==> src/rtl/rps_pkg.sv <==
package rps_pkg;

  typedef enum logic [2:0] {
    KIND_NONE     = 3'd0,
    KIND_WRITE    = 3'd1,
    KIND_SET      = 3'd2,
    KIND_CLEAR    = 3'd3,
    KIND_PIN_LOW  = 3'd4,
    KIND_PIN_HIGH = 3'd5
  } rps_kind_e;

  typedef enum logic [2:0] {
    ST_PENDING     = 3'd0,
    ST_OK          = 3'd1,
    ST_TIMEOUT     = 3'd2,
    ST_NO_CARD     = 3'd3,
    ST_ERROR       = 3'd4,
    ST_CHECK_ERROR = 3'd5
  } rps_status_e;

  typedef enum logic [1:0] {
    OP_INIT   = 2'd0,
    OP_DETECT = 2'd1,
    OP_READ   = 2'd2,
    OP_RESET  = 2'd3
  } rps_op_e;

  typedef enum logic [1:0] {
    CTL_NEXT = 2'd0,
    CTL_JUMP = 2'd1,
    CTL_END  = 2'd2
  } rps_ctl_e;

  localparam int unsigned PcW      = 5;
  localparam int unsigned RomDepth = 31;
  localparam int unsigned CfgIdxW  = 3;
  localparam int unsigned CfgDataW = 16;

  localparam logic [CfgIdxW-1:0] CFG_HAS_PIN  = 3'd0;
  localparam logic [CfgIdxW-1:0] CFG_LOW_MS   = 3'd1;
  localparam logic [CfgIdxW-1:0] CFG_BOOT_MS  = 3'd2;
  localparam logic [CfgIdxW-1:0] CFG_SOFT_MS  = 3'd3;
  localparam logic [CfgIdxW-1:0] CFG_TRCV_MS  = 3'd4;

  localparam logic [5:0] R_NONE       = 6'h00;
  localparam logic [5:0] R_COMMAND    = 6'h01;
  localparam logic [5:0] R_COMIRQ     = 6'h04;
  localparam logic [5:0] R_FIFODATA   = 6'h09;
  localparam logic [5:0] R_FIFOLEVEL  = 6'h0A;
  localparam logic [5:0] R_BITFRAMING = 6'h0D;
  localparam logic [5:0] R_COLL       = 6'h0E;
  localparam logic [5:0] R_MODE       = 6'h11;
  localparam logic [5:0] R_TXMODE     = 6'h12;
  localparam logic [5:0] R_RXMODE     = 6'h13;
  localparam logic [5:0] R_TXCONTROL  = 6'h14;
  localparam logic [5:0] R_TXASK      = 6'h15;
  localparam logic [5:0] R_MODWIDTH   = 6'h24;
  localparam logic [5:0] R_TMODE      = 6'h2A;
  localparam logic [5:0] R_TPRESCALER = 6'h2B;
  localparam logic [5:0] R_TRELOADH   = 6'h2C;
  localparam logic [5:0] R_TRELOADL   = 6'h2D;

  localparam logic [7:0] C_IDLE       = 8'h00;
  localparam logic [7:0] C_TRANSCEIVE = 8'h0C;
  localparam logic [7:0] C_SOFTRESET  = 8'h0F;

  localparam logic [PcW-1:0] ENT_CONFIG   = 5'd0;
  localparam logic [PcW-1:0] ENT_DETECT   = 5'd10;
  localparam logic [PcW-1:0] ENT_READ     = 5'd19;
  localparam logic [PcW-1:0] ENT_TAIL     = 5'd25;
  localparam logic [PcW-1:0] ENT_PIN_LOW  = 5'd27;
  localparam logic [PcW-1:0] ENT_PIN_HIGH = 5'd28;
  localparam logic [PcW-1:0] ENT_SOFT     = 5'd29;
  localparam logic [PcW-1:0] ENT_NONE     = 5'd30;

  typedef struct packed {
    rps_ctl_e       ctl;
    logic [PcW-1:0] target;
    rps_kind_e      kind;
    logic [5:0]     addr;
    logic [7:0]     data;
  } rps_uword_t;

  typedef struct packed {
    logic           go;
    logic [PcW-1:0] entry;
    rps_status_e    status;
  } rps_cmd_t;

  function automatic rps_uword_t uw(rps_ctl_e ctl, rps_kind_e kind, logic [5:0] addr,
                                    logic [7:0] data);
    rps_uword_t w;
    w.ctl    = ctl;
    w.target = ENT_TAIL;
    w.kind   = kind;
    w.addr   = addr;
    w.data   = data;
    return w;
  endfunction

  function automatic rps_uword_t rps_rom(logic [PcW-1:0] pc);
    rps_uword_t w;
    case (pc)
      5'd0:  w = uw(CTL_NEXT, KIND_WRITE, R_TXMODE, 8'h00);
      5'd1:  w = uw(CTL_NEXT, KIND_WRITE, R_RXMODE, 8'h00);
      5'd2:  w = uw(CTL_NEXT, KIND_WRITE, R_MODWIDTH, 8'h26);
      5'd3:  w = uw(CTL_NEXT, KIND_WRITE, R_TMODE, 8'h80);
      5'd4:  w = uw(CTL_NEXT, KIND_WRITE, R_TPRESCALER, 8'hA9);
      5'd5:  w = uw(CTL_NEXT, KIND_WRITE, R_TRELOADH, 8'h03);
      5'd6:  w = uw(CTL_NEXT, KIND_WRITE, R_TRELOADL, 8'hE8);
      5'd7:  w = uw(CTL_NEXT, KIND_WRITE, R_TXASK, 8'h40);
      5'd8:  w = uw(CTL_NEXT, KIND_WRITE, R_MODE, 8'h3D);
      5'd9:  w = uw(CTL_END,  KIND_SET, R_TXCONTROL, 8'h03);
      5'd10: w = uw(CTL_NEXT, KIND_WRITE, R_TXMODE, 8'h00);
      5'd11: w = uw(CTL_NEXT, KIND_WRITE, R_RXMODE, 8'h00);
      5'd12: w = uw(CTL_NEXT, KIND_WRITE, R_MODWIDTH, 8'h26);
      5'd13: w = uw(CTL_NEXT, KIND_CLEAR, R_COLL, 8'h80);
      5'd14: w = uw(CTL_NEXT, KIND_WRITE, R_COMMAND, C_IDLE);
      5'd15: w = uw(CTL_NEXT, KIND_WRITE, R_COMIRQ, 8'h7F);
      5'd16: w = uw(CTL_NEXT, KIND_WRITE, R_FIFOLEVEL, 8'h80);
      5'd17: w = uw(CTL_NEXT, KIND_WRITE, R_FIFODATA, 8'h26);
      5'd18: w = uw(CTL_JUMP, KIND_WRITE, R_BITFRAMING, 8'h07);
      5'd19: w = uw(CTL_NEXT, KIND_WRITE, R_COMMAND, C_IDLE);
      5'd20: w = uw(CTL_NEXT, KIND_WRITE, R_COMIRQ, 8'h7F);
      5'd21: w = uw(CTL_NEXT, KIND_WRITE, R_FIFOLEVEL, 8'h80);
      5'd22: w = uw(CTL_NEXT, KIND_WRITE, R_FIFODATA, 8'h93);
      5'd23: w = uw(CTL_NEXT, KIND_WRITE, R_FIFODATA, 8'h20);
      5'd24: w = uw(CTL_JUMP, KIND_WRITE, R_BITFRAMING, 8'h00);
      5'd25: w = uw(CTL_NEXT, KIND_WRITE, R_COMMAND, C_TRANSCEIVE);
      5'd26: w = uw(CTL_END,  KIND_SET, R_BITFRAMING, 8'h80);
      5'd27: w = uw(CTL_END,  KIND_PIN_LOW, R_NONE, 8'h00);
      5'd28: w = uw(CTL_END,  KIND_PIN_HIGH, R_NONE, 8'h00);
      5'd29: w = uw(CTL_END,  KIND_WRITE, R_COMMAND, C_SOFTRESET);
      default: w = uw(CTL_END, KIND_NONE, R_NONE, 8'h00);
    endcase
    return w;
  endfunction

endpackage

==> src/rtl/rfid_reader_poll_sequencer_unit.sv <==
// Poll sequencer for a 13.56 MHz card reader. Each input beat is one
// non-blocking poll step; the block answers with one output beat per
// register access the host must perform, and the beat with tlast carries
// the step status. A step is decoded, then the microcode program walks its
// access list (up to eleven accesses; a step with none gives one beat of kind
// NONE), one control word a cycle while tready does not stall the output.
// A new step is taken once the previous program has issued its last beat.
module rfid_reader_poll_sequencer_unit (
  input  logic                        clk_i,
  input  logic                        rst_ni,
  input  logic                        cfg_we_i,
  input  logic [rps_pkg::CfgIdxW-1:0] cfg_idx_i,
  input  logic [rps_pkg::CfgDataW-1:0] cfg_data_i,
  input  logic                        s_axis_tvalid,
  output logic                        s_axis_tready,
  // now_ms, command_reg_read, irq_reg_read, fifo_level_read, card_uid_bytes, check_byte
  input  logic [95:0]                 s_axis_tdata,
  // opcode
  input  logic [1:0]                  s_axis_tuser,
  output logic                        m_axis_tvalid,
  input  logic                        m_axis_tready,
  // reg_addr, reg_data, status, card_uid, uid_present, zero fill
  output logic [55:0]                 m_axis_tdata,
  // access_kind
  output logic [2:0]                  m_axis_tuser,
  output logic                        m_axis_tlast
);
  import rps_pkg::*;

  typedef enum logic [3:0] {
    S_IDLE      = 4'd0,
    S_HW_LOW    = 4'd1,
    S_HW_BOOT   = 4'd2,
    S_SOFT      = 4'd3,
    S_SOFT_WAIT = 4'd4,
    S_CONFIG    = 4'd5,
    S_READY     = 4'd6,
    S_DET_WAIT  = 4'd7,
    S_DET_CHECK = 4'd8,
    S_RD_WAIT   = 4'd9,
    S_RD_CHECK  = 4'd10
  } state_e;

  state_e      state_q, state_d;
  logic [31:0] start_q, start_d;
  logic [31:0] uid_q, uid_d;
  logic        uv_q, uv_d;
  logic        has_pin_q;
  logic [15:0] low_ms_q, boot_ms_q, soft_ms_q, trcv_ms_q;

  logic        busy, accept;
  rps_cmd_t    cmd;
  rps_op_e     op;
  logic [31:0] now_ms, uid_in, diff;
  logic [7:0]  cmd_rd, irq_rd, fifo_rd, chk, xsum;
  logic [15:0] limit;
  logic        timed_out, irq_hit;

  assign op      = rps_op_e'(s_axis_tuser);
  assign now_ms  = s_axis_tdata[31:0];
  assign cmd_rd  = s_axis_tdata[39:32];
  assign irq_rd  = s_axis_tdata[47:40];
  assign fifo_rd = s_axis_tdata[55:48];
  assign uid_in  = s_axis_tdata[87:56];
  assign chk     = s_axis_tdata[95:88];

  assign s_axis_tready = !busy;
  assign accept        = s_axis_tvalid && !busy;

  always_comb begin
    case (state_q)
      S_HW_LOW:    limit = low_ms_q;
      S_HW_BOOT:   limit = boot_ms_q;
      S_SOFT_WAIT: limit = soft_ms_q;
      default:     limit = trcv_ms_q;
    endcase
  end

  assign diff      = now_ms - start_q;
  assign timed_out = diff >= {16'd0, limit};
  assign irq_hit   = |irq_rd[5:4];
  assign xsum      = uid_in[7:0] ^ uid_in[15:8] ^ uid_in[23:16] ^ uid_in[31:24];

  always_comb begin
    state_d    = state_q;
    start_d    = start_q;
    uid_d      = uid_q;
    uv_d       = uv_q;
    cmd.go     = accept;
    cmd.entry  = ENT_NONE;
    cmd.status = ST_PENDING;
    case (op)
      OP_INIT: begin
        case (state_q)
          S_IDLE: begin
            if (has_pin_q) begin
              cmd.entry = ENT_PIN_LOW;
              start_d   = now_ms;
              state_d   = S_HW_LOW;
            end else begin
              state_d = S_SOFT;
            end
          end
          S_HW_LOW: begin
            if (timed_out) begin
              cmd.entry = ENT_PIN_HIGH;
              start_d   = now_ms;
              state_d   = S_HW_BOOT;
            end
          end
          S_HW_BOOT: begin
            if (timed_out) begin
              state_d = S_SOFT;
            end
          end
          S_SOFT: begin
            cmd.entry = ENT_SOFT;
            start_d   = now_ms;
            state_d   = S_SOFT_WAIT;
          end
          S_SOFT_WAIT: begin
            if (!cmd_rd[4] || timed_out) begin
              state_d = S_CONFIG;
            end
          end
          S_CONFIG: begin
            cmd.entry  = ENT_CONFIG;
            cmd.status = ST_OK;
            state_d    = S_READY;
          end
          default: cmd.status = ST_ERROR;
        endcase
      end
      OP_DETECT: begin
        case (state_q)
          S_IDLE, S_READY: begin
            cmd.entry = ENT_DETECT;
            start_d   = now_ms;
            state_d   = S_DET_WAIT;
          end
          S_DET_WAIT: begin
            if (irq_hit) begin
              state_d = S_DET_CHECK;
            end else if (timed_out) begin
              state_d    = S_READY;
              cmd.status = ST_TIMEOUT;
            end
          end
          S_DET_CHECK: begin
            state_d    = S_READY;
            cmd.status = (fifo_rd == 8'd2) ? ST_OK : ST_NO_CARD;
          end
          default: begin
            state_d    = S_READY;
            cmd.status = ST_ERROR;
          end
        endcase
      end
      OP_READ: begin
        case (state_q)
          S_READY: begin
            cmd.entry = ENT_READ;
            start_d   = now_ms;
            state_d   = S_RD_WAIT;
          end
          S_RD_WAIT: begin
            if (irq_hit) begin
              state_d = S_RD_CHECK;
            end else if (timed_out) begin
              state_d    = S_READY;
              cmd.status = ST_TIMEOUT;
            end
          end
          S_RD_CHECK: begin
            state_d = S_READY;
            if (fifo_rd < 8'd5) begin
              cmd.status = ST_ERROR;
            end else if (xsum != chk) begin
              cmd.status = ST_CHECK_ERROR;
            end else begin
              cmd.status = ST_OK;
              uid_d      = uid_in;
              uv_d       = 1'b1;
            end
          end
          default: begin
            state_d    = S_READY;
            cmd.status = ST_ERROR;
          end
        endcase
      end
      default: begin
        state_d    = S_IDLE;
        cmd.status = ST_OK;
      end
    endcase
  end

  always_ff @(posedge clk_i or negedge rst_ni) begin
    if (!rst_ni) begin
      state_q   <= S_IDLE;
      start_q   <= '0;
      uid_q     <= '0;
      uv_q      <= 1'b0;
      has_pin_q <= 1'b1;
      low_ms_q  <= 16'd10;
      boot_ms_q <= 16'd50;
      soft_ms_q <= 16'd50;
      trcv_ms_q <= 16'd36;
    end else begin
      if (accept) begin
        state_q <= state_d;
        start_q <= start_d;
        uid_q   <= uid_d;
        uv_q    <= uv_d;
      end
      if (cfg_we_i) begin
        case (cfg_idx_i)
          CFG_HAS_PIN: has_pin_q <= cfg_data_i[0];
          CFG_LOW_MS:  low_ms_q  <= cfg_data_i;
          CFG_BOOT_MS: boot_ms_q <= cfg_data_i;
          CFG_SOFT_MS: soft_ms_q <= cfg_data_i;
          CFG_TRCV_MS: trcv_ms_q <= cfg_data_i;
          default: ;
        endcase
      end
    end
  end

  rps_useq u_useq (
    .clk_i         (clk_i),
    .rst_ni        (rst_ni),
    .cmd_i         (cmd),
    .uid_i         (uid_q),
    .uid_valid_i   (uv_q),
    .busy_o        (busy),
    .m_axis_tvalid (m_axis_tvalid),
    .m_axis_tready (m_axis_tready),
    .m_axis_tdata  (m_axis_tdata),
    .m_axis_tuser  (m_axis_tuser),
    .m_axis_tlast  (m_axis_tlast)
  );

  a_uid_sticky: assert property (@(posedge clk_i) disable iff (!rst_ni)
    $past(uv_q) |-> uv_q)
    else $error("Stored card identity was dropped.");

  a_uid_only_on_read: assert property (@(posedge clk_i) disable iff (!rst_ni)
    !$stable(uid_q) |-> $past(accept) && $past(state_q) == S_RD_CHECK)
    else $error("Card identity changed outside a read check.");

  a_start_only_on_accept: assert property (@(posedge clk_i) disable iff (!rst_ni)
    !$stable(start_q) |-> $past(accept))
    else $error("Start time moved without a step.");

endmodule

==> src/rtl/rps_useq.sv <==
module rps_useq (
  input  logic              clk_i,
  input  logic              rst_ni,
  input  rps_pkg::rps_cmd_t cmd_i,
  input  logic [31:0]       uid_i,
  input  logic              uid_valid_i,
  output logic              busy_o,
  output logic              m_axis_tvalid,
  input  logic              m_axis_tready,
  // reg_addr, reg_data, status, card_uid, uid_present, zero fill
  output logic [55:0]       m_axis_tdata,
  // access_kind
  output logic [2:0]        m_axis_tuser,
  output logic              m_axis_tlast
);
  import rps_pkg::*;

  logic           busy_q, busy_d;
  logic [PcW-1:0] pc_q, pc_d;
  rps_status_e    st_q, st_d;
  logic           valid_q, valid_d;
  rps_kind_e      kind_q, kind_d;
  logic [5:0]     addr_q, addr_d;
  logic [7:0]     data_q, data_d;
  rps_status_e    ost_q, ost_d;
  logic [31:0]    uid_q, uid_d;
  logic           uv_q, uv_d;
  logic           last_q, last_d;
  rps_uword_t     word;
  logic           load;

  assign word = rps_rom(pc_q);
  assign load = busy_q && (!valid_q || m_axis_tready);

  always_comb begin
    busy_d  = busy_q;
    pc_d    = pc_q;
    st_d    = st_q;
    valid_d = valid_q;
    kind_d  = kind_q;
    addr_d  = addr_q;
    data_d  = data_q;
    ost_d   = ost_q;
    uid_d   = uid_q;
    uv_d    = uv_q;
    last_d  = last_q;
    if (valid_q && m_axis_tready) begin
      valid_d = 1'b0;
    end
    if (cmd_i.go) begin
      busy_d = 1'b1;
      pc_d   = cmd_i.entry;
      st_d   = cmd_i.status;
    end else if (load) begin
      valid_d = 1'b1;
      kind_d  = word.kind;
      addr_d  = word.addr;
      data_d  = word.data;
      uid_d   = uid_i;
      uv_d    = uid_valid_i;
      last_d  = (word.ctl == CTL_END);
      ost_d   = (word.ctl == CTL_END) ? st_q : ST_PENDING;
      case (word.ctl)
        CTL_END:  busy_d = 1'b0;
        CTL_JUMP: pc_d = word.target;
        default:  pc_d = pc_q + 1'b1;
      endcase
    end
  end

  always_ff @(posedge clk_i or negedge rst_ni) begin
    if (!rst_ni) begin
      busy_q  <= 1'b0;
      pc_q    <= ENT_NONE;
      st_q    <= ST_PENDING;
      valid_q <= 1'b0;
    end else begin
      busy_q  <= busy_d;
      pc_q    <= pc_d;
      st_q    <= st_d;
      valid_q <= valid_d;
    end
  end

  always_ff @(posedge clk_i) begin
    kind_q <= kind_d;
    addr_q <= addr_d;
    data_q <= data_d;
    ost_q  <= ost_d;
    uid_q  <= uid_d;
    uv_q   <= uv_d;
    last_q <= last_d;
  end

  assign busy_o        = busy_q;
  assign m_axis_tvalid = valid_q;
  assign m_axis_tuser  = kind_q;
  assign m_axis_tlast  = last_q;
  assign m_axis_tdata  = {6'd0, uv_q, uid_q, ost_q, data_q, addr_q};

  a_go_when_idle: assert property (@(posedge clk_i) disable iff (!rst_ni)
    cmd_i.go |-> !busy_q)
    else $error("Step started while a program is running.");

  a_pc_in_rom: assert property (@(posedge clk_i) disable iff (!rst_ni)
    busy_q |-> pc_q < PcW'(RomDepth))
    else $error("Program counter left the control store.");

  a_status_only_last: assert property (@(posedge clk_i) disable iff (!rst_ni)
    valid_q && !last_q |-> ost_q == ST_PENDING)
    else $error("Status shown on a beat that is not the last of its step.");

  a_load_after_go: assert property (@(posedge clk_i) disable iff (!rst_ni)
    cmd_i.go |=> busy_q && !$stable(busy_q))
    else $error("Program did not start after a step was taken.");

endmodule
==> config.mk <==
export PLATFORM = sky130hd
export DESIGN_NAME = rfid_reader_poll_sequencer_unit
export DESIGN_NICKNAME = d
export VERILOG_FILES = /design/src/rtl/rps_pkg.sv /design/src/rtl/rfid_reader_poll_sequencer_unit.sv /design/src/rtl/rps_useq.sv
export SDC_FILE = /design/constraint.sdc
export NUM_CORES = 1
export LEC_CHECK = 0
export BUFFER_PORTS_ARGS = -buffer_cell sky130_fd_sc_hd__buf_2
export CORE_AREA = 2 2 171 156
export DETAILED_ROUTE_END_ITERATION = 7
export DIE_AREA = 0 0 173 158
export PLACE_DENSITY = 0.66
export SYNTH_ARGS = -nofsm -noshare
export SYNTH_HDL_FRONTEND = slang
export SYNTH_SLANG_ARGS = --single-unit
==> constraint.sdc <==
create_clock -name clk_i -period 4.7 [get_ports clk_i]
set_input_delay 0.235 -clock clk_i [delete_from_list [all_inputs] [get_ports clk_i]]
set_output_delay 0.235 -clock clk_i [all_outputs]
set_load 0.01 [all_outputs]
Word-level counts from Yosys, hierarchy flattened
Memories as Yosys holds them, arrays and structs flattened.
Index checks and enable logic that the tools add are counted.
{"block": "classes", "add_sub_neg": 2, "n_lt_le_gt_ge": 2, "n_eq_ne": 29, "mux": 42, "bitwise_logic": 6, "n_reduce_logical": 28}
{"cell": "one-hot mux 32 bit (3 select lines)", "n": 2}
{"cell": "2-to-1 mux 32 bit", "n": 4}
{"cell": "one-hot mux 16 bit (3 select lines)", "n": 1}
{"cell": ">= comparator 32 x 16 -> 1 bit", "n": 1}
{"cell": "subtractor 32 bit", "n": 1}
{"cell": "2-to-1 mux 4 bit", "n": 7}
{"cell": "one-hot mux 3 bit (3 select lines)", "n": 3}
{"cell": "one-hot mux 4 bit (6 select lines)", "n": 1}
{"cell": "bitwise XOR 8 bit", "n": 3}
{"cell": "one-hot mux 5 bit (4 select lines)", "n": 1}
{"cell": "== test 4 x 3 -> 1 bit (second input constant)", "n": 4}
{"cell": "one-hot mux 4 bit (2 select lines)", "n": 2}
{"cell": "AND reduction 2 bit", "n": 8}
{"cell": "2-to-1 mux 5 bit", "n": 3}
{"cell": "one-hot mux 5 bit (3 select lines)", "n": 1}
{"cell": "== test 4 bit (second input constant)", "n": 3}
{"cell": "2-to-1 mux 3 bit", "n": 4}
{"cell": "inequality test 3 bit (second input constant)", "n": 4}
{"cell": "one-hot mux 4 bit (3 select lines)", "n": 1}
{"cell": "one-hot mux 5 bit (2 select lines)", "n": 1}
{"cell": "AND reduction 5 bit", "n": 2}
{"cell": "== test 4 x 2 -> 1 bit (second input constant)", "n": 2}
{"cell": "== test 8 x 2 -> 1 bit (second input constant)", "n": 1}
{"cell": "less-than comparator 8 x 3 -> 1 bit (second input constant)", "n": 1}
{"cell": "27 further kinds", "n": 48}
{"block": "word_totals", "reg_bits": 198, "romBits": 608, "inputBits": 122, "output_inout_bits": 62, "wordCells": 130, "memories": 1}
{"memory": "(name not given)", "words": 32, "width": 19, "rd": 1, "rd_ports_with_merged_regs": 0, "write_ports": 0, "line": "rps_pkg.sv:103", "rtl": "case (pc)"}

Depth between registers and ports, before layout
Gate-level depths: netlist of the first run.
{"block": "logic_depth", "ltp_word": 8, "ltp_mapped": 22, "ltp_nobuf": 20}

Modules after synthesis
A second synthesis of the first run with hierarchy kept.
{"block": "unflattened", "hier_cells": 1218, "area_unflattened_um2": 12054.1}
{"module": "rfid_reader_poll_sequencer_unit", "n_inst": 1, "cells_each": 990, "area_each_um2": 9068.7, "seq_area_each_um2": 3367.0}
{"module": "rps_useq", "n_inst": 1, "cells_each": 228, "area_each_um2": 2985.4, "seq_area_each_um2": 1876.8}

Worst setup path before layout of the first run
OpenSTA, ideal clock, no wires.
{"block": "synth_path", "path_type": "reg-to-reg", "from": "register start_q[0]", "to": "register start_q[10]", "setup_time_ps": 124, "arrival_time_ps": 4056, "t_required_ps": 4576, "setup_slack_ps": 520, "stages_incl_launch_ff": 22, "n_path_buf": 2, "period_less_slack_ps": 4180, "cell_sequence": "dfrtp_1 > ha_1 > fa_1 > nor2b_1 > o2111ai_1 > and2_1 > o21bai_1 > a21o_1 > a21oi_1 > xnor2_1 > ha_1 > a211oi_1 > o21ai_0 > o221a_2 > o31ai_1 > o2111ai_1 > nor4_1 > and4b_1 > buf_6 > buf_6 > a2bb2oi_2 > nand2_1"}
{"block": "synth_via", "elab_chain_cells": 4}
{"element": "from (decl)", "line": "rfid_reader_poll_sequencer_unit.sv:45", "rtl": "logic [31:0] start_q, start_d;"}
{"element": "from (signal assigned)", "line": "rfid_reader_poll_sequencer_unit.sv:213", "rtl": "start_q <= start_d;"}
{"element": "subtractor 32 bit", "line": "rfid_reader_poll_sequencer_unit.sv:79", "rtl": "assign diff = now_ms - start_q;"}
{"element": ">= comparator 32 x 16 -> 1 bit", "line": "rfid_reader_poll_sequencer_unit.sv:80", "rtl": "assign timed_out = diff >= {16'd0, limit};"}
{"element": "inequality test 3 bit (no line)"}
{"element": "AND reduction 7 bit (no line)"}
No other way between the ends.
A chain may end at the register's enable or synchronous reset.

Worst setup path in the final report of the first run
{"block": "layout_path", "from": "register start_q[0]", "to": "register state_q[2]"}
{"block": "layout_via", "elab_chain_cells": 6, "word_cells_on_any_way": 13, "cone_classes": "add/sub (1); order compare (1); eq/ne (3); mux (6); reduce/logical (2)"}
{"element": "subtractor 32 bit *", "line": "rfid_reader_poll_sequencer_unit.sv:79"}
{"element": ">= comparator 32 x 16 -> 1 bit *", "line": "rfid_reader_poll_sequencer_unit.sv:80"}
{"element": "2-to-1 mux 4 bit"}
{"element": "2-to-1 mux 4 bit, on equally long branches"}
{"element": "one-hot mux 4 bit (2 select lines), on equally long branches"}
{"element": "one-hot mux 4 bit (3 select lines)"}
{"element": "to (signal assigned)", "line": "rfid_reader_poll_sequencer_unit.sv:212", "rtl": "state_q <= state_d;"}
{"element": "to (decl)", "line": "rfid_reader_poll_sequencer_unit.sv:44", "rtl": "state_e state_q, state_d;"}
Every way passes the cells marked *; elsewhere a longest branch is shown, timed or not.

==> summary.md, run 1 <==
| Metric | Value |
|---|---|
| Total wire length | 31.2 mm |
| Top FF cell, synth | dfrtp_1 |
| Cell at the root of the clock tree | clkbuf_16 |
| Register-to-register setup slack | 0.30 ns |
| Clock tree from TritonCTS | built |
| Commonest non-fill, non-tap cells in the layout | buf_2, nand2_1, dfrtp_1 |
| Fmax | 227 MHz |
| Hold/Removal Path Class | in -> reg |
| Post-CTS clock slew at the launch and capture registers of the worst setup and hold paths | 0.08 ns |
| Synth top area share | 0.257 |
| Area of the multi-input gates | 6820 sq um |
| Cell area after technology mapping | 12,600 sq um |
| Number of library cell types mapped by synthesis | 85 |
| Max-cap violations | 0 |
| Kind of end point of the critical path | flip-flop |
| Post-synth top area cell | dfrtp_1 |
| Number of synthesized register bits | 198 |
| Site Rows | 56 |
| Fraction of the yosys area taken by sequential cells | 0.417 |
| Reported leakage power | 6.54 nW |
| Hold slack | 0.0356 ns |
| Routed wire length per instance | 17.5 um |
| Mean area per synthesized cell | 9.81 sq um |
| Largest fanout on the critical path | 17 |
| Final count of negative-setup-slack endpoints | 0 |
| Core outline area | 25,600 sq um |
| Count of filler cells inserted in the layout | 2,302 |
| Maximum ir drop on the vdd rail | 0.000314 V |
| Total power density per cell area | 603 nW/um^2 |
| Wire length of the first global-routing pass | 49.5 mm |
| Vias in the first global route | 9,553 |
| Kind of critical path | reg -> reg |
| Number of failing hold endpoints at the final stage | 0 |
| Top post-synthesis cells by area | dfrtp_1, edfxtp_1, mux2_2 |
| Clk_skew | 0.0113 ns |
| Number of enable-type register cells in the synthesized netlist | 54 |
| Outcome | finished, final reports clean |
| Number of buffers created by CTS | 17 |
| Maximum buffer depth of the clock tree | 2 |
| Data arrival, critical path | 4.74 ns |
| Number of pins with negative max-slew slack in the final report | 0 |
| Share of layout cells above drive strength 1 | 0.264 |
| Worst path required time | 5.04 ns |
| FF+latch area | 5240 sq um |
| RSZ-0062 raised after global routing | false |
| Vias | 10,300 |
| H-Tree Depth | 4 |
| Slew at the pin with the worst max-slew slack | 1.19 ns |
| CTS Sinks | 198 |
| Total gr overflow | 0 |
| Antenna violations before repair | 1 |
| Top-level port count | 184 |
| Post-route ant nets | 0 |
| DRC violation total after the first TritonRoute iteration | 840 |
| Drt first pass iters | 5 |
| Number of buffer cells added on primary ports | 164 |
| Maximum number of pins on one net before global-route repair | 59 |
| Die Width | 173 um |
| Minimum clock period | 4.40 ns |
| DR vias/cell | 5.75 |
| Detailed-placement wirelength estimate | 21.8 mm |
| Die H | 158 um |
| Final weighted congestion in routability-driven placement | 0.915 |
| Total negative slack | 0 ns |
| Total GRT Usage | 0.223 |
| Residual DRC count | 0 |
| Die outline area | 27,300 sq um |
| Max-slew headroom at the worst pin | 0.207 |
| Layout overhead on the synthesized area | 15.5% |
| Post-synthesis instance total | 1,283 |
| Insertion delay of the later-clocked pin in the worst-skew pair | 0.45 ns |
| Most common library cell in the layout ignoring fill and taps | buf_2 |
| Share of the clock period used by the worst path | 0.936 |
| Synth warnings | 0 |
| Startpoint Class | flip-flop |
| Initial Utilization | 0.491 |
| Final core area utilization | 0.567 |
| Count of nets after finishing | 1,604 |
| Fraction of registers with async set/reset | 0.727 |
-- through the flow --
stage	area (sq um)	std cells	power (mW)	worst slack [ns]
final	14500	1783	8.76	0.300
after global routing	14500	1783	9.45	0.00676
after CTS	14400	1777	8.73	0.0371
after detailed placement	13800	1744	7.11	0.0735
after global placement	13800	1744	7.03	0.199
after floorplan	12600	1288	5.82	0.520
-- flip-flops by register name, summed over array words and instances (netlist names) --
| signal | flops |
|---|---|
| soft_ms_q | 16 |
| has_pin_q | 1 |
| boot_ms_q | 16 |
| start_q | 32 |
| u_useq.uv_q | 1 |
| u_useq.addr_q | 6 |
| state_q | 4 |
| u_useq.m_axis_tvalid | 1 |
| trcv_ms_q | 16 |
| low_ms_q | 16 |
| u_useq.m_axis_tuser | 3 |
| u_useq.data_q | 8 |
| u_useq.uid_q | 32 |
| uv_q | 1 |
| u_useq.m_axis_tlast | 1 |
| uid_q | 32 |
| u_useq.ost_q | 3 |
| u_useq.st_q | 3 |
| u_useq.pc_q | 5 |
| u_useq.busy_o | 1 |
-- synth_stat cells (all sizes together), types with 7 or more instances --
master and count:
a211oi 16, a21boi 16, a21o 13, a21oi 74
a222oi 16, a22oi 34, a2bb2oi 30, a31oi 7
and2 10, and3 39, buf 31, clkbuf 55
dfrtp 129, dfstp 15, edfxtp 54, ha 60
inv 51, mux2 98, nand2 157, nand2b 17
nand3 29, nand4 17, nor2 65, nor2b 12
nor3 18, o211ai 13, o21a 7, o21ai 52
or3 9, xnor2 40, xor2 16
-- metal layers --
metal  global-route usage  vias to the layer above  part of all wire
met2                0.362                      309              0.47
met1                0.309                     4916              0.46
met3               0.0331                       42             0.052
li1                     -                     4994                 -
met4               0.0674                        0             0.018
met5                    0                        -                 0
-- critical path, cell delays in order, from the launching register on --
cell and delay, ns:
dfrtp_1 0.41, ha_1 0.22, fa_2 0.38, nor2b_2 0.14
o2111ai_1 0.13, and2_1 0.22, o21bai_1 0.18, a21o_1 0.14
a21oi_1 0.07, xnor2_1 0.14, ha_1 0.23, a211oi_2 0.22
o21ai_0 0.12, o221a_2 0.29, o31ai_2 0.21, o2111ai_1 0.13
nor4_1 0.19, and4b_2 0.36, buf_4 0.15, clkbuf_16 0.18
a21o_1 0.13, nor2_1 0.03
-- area by class of cell --
cell class,count,area share
timing repair buffer,200,0.0824
antenna,1,0.000172
tap,348,0.0300
clock inverter,15,0.0150
inverter,52,0.0134
clock buffer,17,0.0293
multi-input combinational,952,0.469
sequential,198,0.361
-- report_power, final --
| group | internal [mW] | switching, mW | total, mW |
|---|---|---|---|
| logic | 1.90 | 2.61 | 4.51 |
| clock network | 0.790 | 0.792 | 1.58 |
| registers | 2.33 | 0.343 | 2.67 |
-- cells by family (layout without fill, tap and decap cells) --
kind of cell             Yosys count  count (layout)  synth area share
AO/OA/AOI/OAI                    328             328             0.191
buffers and inverters            138             284            0.0479
AND/OR/NAND/NOR                  398             398             0.152
XOR/XNOR                          56              56            0.0390
other                              1               7          0.000298
multiplexers                     103             103            0.0917
flip-flops                       198             198             0.417
adder cells (fa/ha/maj)           61              61            0.0613
-- path summary, 6_finish.rpt --
path,startpoint,endpoint,cells after the start
worst min-delay path,s_axis_tdata[8],start_q[8],3
worst max register to register,start_q[0],state_q[2],21
min in group asynchronous,rst_ni,uid_q[7],2
worst max-delay path,start_q[0],state_q[2],21
max in group asynchronous,rst_ni,trcv_ms_q[3],3
worst min register to register,uid_q[24],u_useq.uid_q[24],0
-- what timing repair did --
item | CTS | global route
gates resized for setup | 0 | 5
hold buffers | 1 | 0
setup endpoints to repair | 0 | 38
endpoints found under the hold margin | 55 | 0
setup buffers | 0 | 3
Note: power is estimated with default switching activity, not from simulation.
==> run 2: changes to the inputs <==
Settings changed: CELL_PAD_IN_SITES_DETAIL_PLACEMENT from default to 1, CELL_PAD_IN_SITES_GLOBAL_PLACEMENT from default to 1, CORE_AREA 2 2 171 156 to 2 2 180 164, DIE_AREA 0 0 173 158 to 0 0 182 166, PLACE_DENSITY 0.66 to 0.76.
==> summary.md, run 2 (same netlist as run 1, synthesis figures left out) <==
| Metric | Value |
|---|---|
| Outcome | finished, final reports clean |
| Number of buffer cells added on primary ports | 164 (unchanged) |
| Delay of the slowest cell on the worst path | 0.37 ns (-0.04 ns) |
| Cell chain of the critical path | inv_1 -> ha_1 -> a21o_1 -> a21oi_1 -> and2_4 -> o21bai_2 -> a21o_1 -> a21oi_1 -> xnor2_1 -> ha_1 -> a211oi_2 -> o21ai_0 -> o221a_2 -> o31ai_4 -> o2111ai_1 -> nor4_1 -> and4b_2 -> buf_4 -> buf_12 -> clkbuf_16 -> a2bb2oi_2 -> nand2_1 |
| Detailed-placement wirelength estimate | 26.0 mm (+19%) |
| Layout overhead on the synthesized area | 15.5% (unchanged) |
| Worst setup slack after placement | -0.00163 ns (-0.0751 ns) |
| Startpoint Class | flip-flop |
| H-Tree Depth | 4 (unchanged) |
| Commonest non-fill, non-tap cells in the layout | buf_2, nand2_1, dfrtp_1 |
| Clk_skew | 0.0223 ns (+0.0110 ns) |
| Count of nets after finishing | 1,605 (+0.062%) |
| Cell family with the largest share of critical-path delay | compound AO/OA/AOI/OAI gates |
| Area of all placed cells without fillers | 14,500 sq um (unchanged) |
| Final count of negative-setup-slack endpoints | 0 (unchanged) |
| Core outline area | 28,500 sq um (+11%) |
| Kind of critical path | reg -> reg |
| Combined buffer and inverter count along the critical path | 4 (+2) |
| Maximum ir drop on the vdd rail | 0.000322 V (+2.5%) |
| Site Rows | 59 (+5.4%) |
| Max-cap violations | 0 (unchanged) |
| Placed inst area | 13,800 sq um (about the same) |
| Insertion delay of the later-clocked pin in the worst-skew pair | 0.46 ns (about the same) |
| Die outline area | 30,200 sq um (+11%) |
| Max-slew headroom at the worst pin | 0.222 (+0.0148) |
| CP max-delay cell | dfrtp_1 |
| Clock tree from TritonCTS | built |
| Hold/Removal Path Class | in -> reg |
| Reported leakage power | 6.53 nW (-0.15%) |
| Maximum buffer depth of the clock tree | 2 (unchanged) |
| Fmax | 225 MHz (-0.81%) |
| Share of layout cells above drive strength 1 | 0.264 (about the same) |
| Vias in the first global route | 10,900 (+14%) |
| Post-CTS clock slew at the launch and capture registers of the worst setup and hold paths | 0.08 ns (about the same) |
| Die Width | 182 um (+5.2%) |
| Final weighted congestion in routability-driven placement | 0.871 (-4.8%) |
| Antenna violations before repair | 4 (+3) |
| Residual DRC count | 0 (unchanged) |
| Number of buffers created by CTS | 17 (unchanged) |
| Vias | 10,600 (+3.2%) |
| Total GRT Usage | 0.242 (+0.0197) |
| Cell depth of the worst setup path | 22 (+4.8%) |
| Kind of end point of the critical path | flip-flop |
| Maximum number of pins on one net before global-route repair | 59 (unchanged) |
| Data arrival, critical path | 4.78 ns (+0.04 ns) |
| Number of failing hold endpoints at the final stage | 0 (unchanged) |
| Number of pins with negative max-slew slack in the final report | 0 (unchanged) |
| Largest fanout on the critical path | 23 (+6) |
| Drt first pass iters | 8 (+3) |
| Minimum clock period | 4.44 ns (+0.0361 ns) |
| Cell at the root of the clock tree | clkbuf_16 |
| Wire length of the first global-routing pass | 58.8 mm (+19%) |
| Worst path required time | 5.05 ns (about the same) |
| Min-Delay Path Depth | 2 (-1) |
| Register-to-register setup slack | 0.26 ns (-0.04 ns) |
| Total negative slack | 0 ns (unchanged) |
| DRC violation total after the first TritonRoute iteration | 697 (-17%) |
| Share of the clock period used by the worst path | 0.944 (+0.00767) |
| Total power density per cell area | 611 nW/um^2 (+1.3%) |
| Routed wire length per instance | 20.5 um (+17%) |
| Total gr overflow | 0 (unchanged) |
| Total wire length | 36.9 mm (+18%) |
| Most common library cell in the layout ignoring fill and taps | buf_2 |
| Worst r2r path cells | 22 (+4.8%) |
| Initial Utilization | 0.442 (-0.0491) |
| CTS Sinks | 198 (unchanged) |
| DR vias/cell | 5.87 (+2.1%) |
| Top-level port count | 184 (unchanged) |
| PnR worst setup slack | 0.264 ns (-0.0361 ns) |
| Die H | 166 um (+5.1%) |
| Hold slack | 0.0342 ns (-0.00140 ns) |
| Regs by FF count | start_q x32, u_useq.uid_q x32, uid_q x32 |
| Slew at the pin with the worst max-slew slack | 1.16 ns (-0.0221 ns) |
| Post-route ant nets | 0 (unchanged) |
run 2: cell count changes in the layout (fill, tap and decap cells not counted), moves of 2 or more:
cell / previous run / this run
clkinv_8: 5 / 2
inv_12: 3 / 0
clkbuf_1: 0 / 2
clkbuf_16: 19 / 21
clkinv_4: 0 / 2
clkinvlp_4: 0 / 2
inv_6: 4 / 2
run 2: path summary, 6_finish.rpt:
kind / startpoint / endpoint
worst max-delay path: start_q[4] / start_q[11]
worst min-delay path: s_axis_tdata[77] / uid_q[21]
min in group asynchronous: rst_ni / uid_q[6]
worst max register to register: start_q[4] / start_q[11]
max in group asynchronous: rst_ni / boot_ms_q[2]
worst min register to register: uid_q[11] / u_useq.uid_q[11]
run 2: report_power, final:
part           leakage [nW]  internal, mW  switching, mW
sequential             2.33          2.33          0.376
clock                 0.287         0.778          0.724
combinational          3.92          1.88           2.79
total                  6.53          4.99           3.89
run 2: area by class of cell:
type	instances	area, sq um
sequential	198	5240
fill	3243	14000
timing repair buffer	201	1200
clock buffer	22	497
inverter	52	195
antenna	2	5.00
tap	366	458
multi-input combinational	952	6820
clock inverter	10	105
run 2: through the flow:
step                std cells  power [mW]   util
floorplan                1288        5.82      -
global placement         1763        7.06  0.484
detailed placement       1763        7.26  0.484
CTS                      1796        8.83  0.506
global route             1802        9.53  0.510
finish                   1803        8.88  0.510
run 2: timing repair:
action,CTS,global route
hold buffers,1,0
endpoints found under the hold margin,42,0
cloned,0,2
buffers inserted,0,3
pin swaps,0,2
endpoints found under the setup margin,7,38
resized for setup,2,8
run 2: per-layer routing:
metal | global-route usage | wire length [um] | share of wire | vias up
li1 | - | - | - | 4976
met1 | 0.324 | 17000 | 0.46 | 5360
met2 | 0.412 | 18100 | 0.49 | 212
met3 | 0.0375 | 1170 | 0.032 | 40
met4 | 0.0631 | 565 | 0.015 | 2
met5 | 0 | 16 | 0.00043 | -
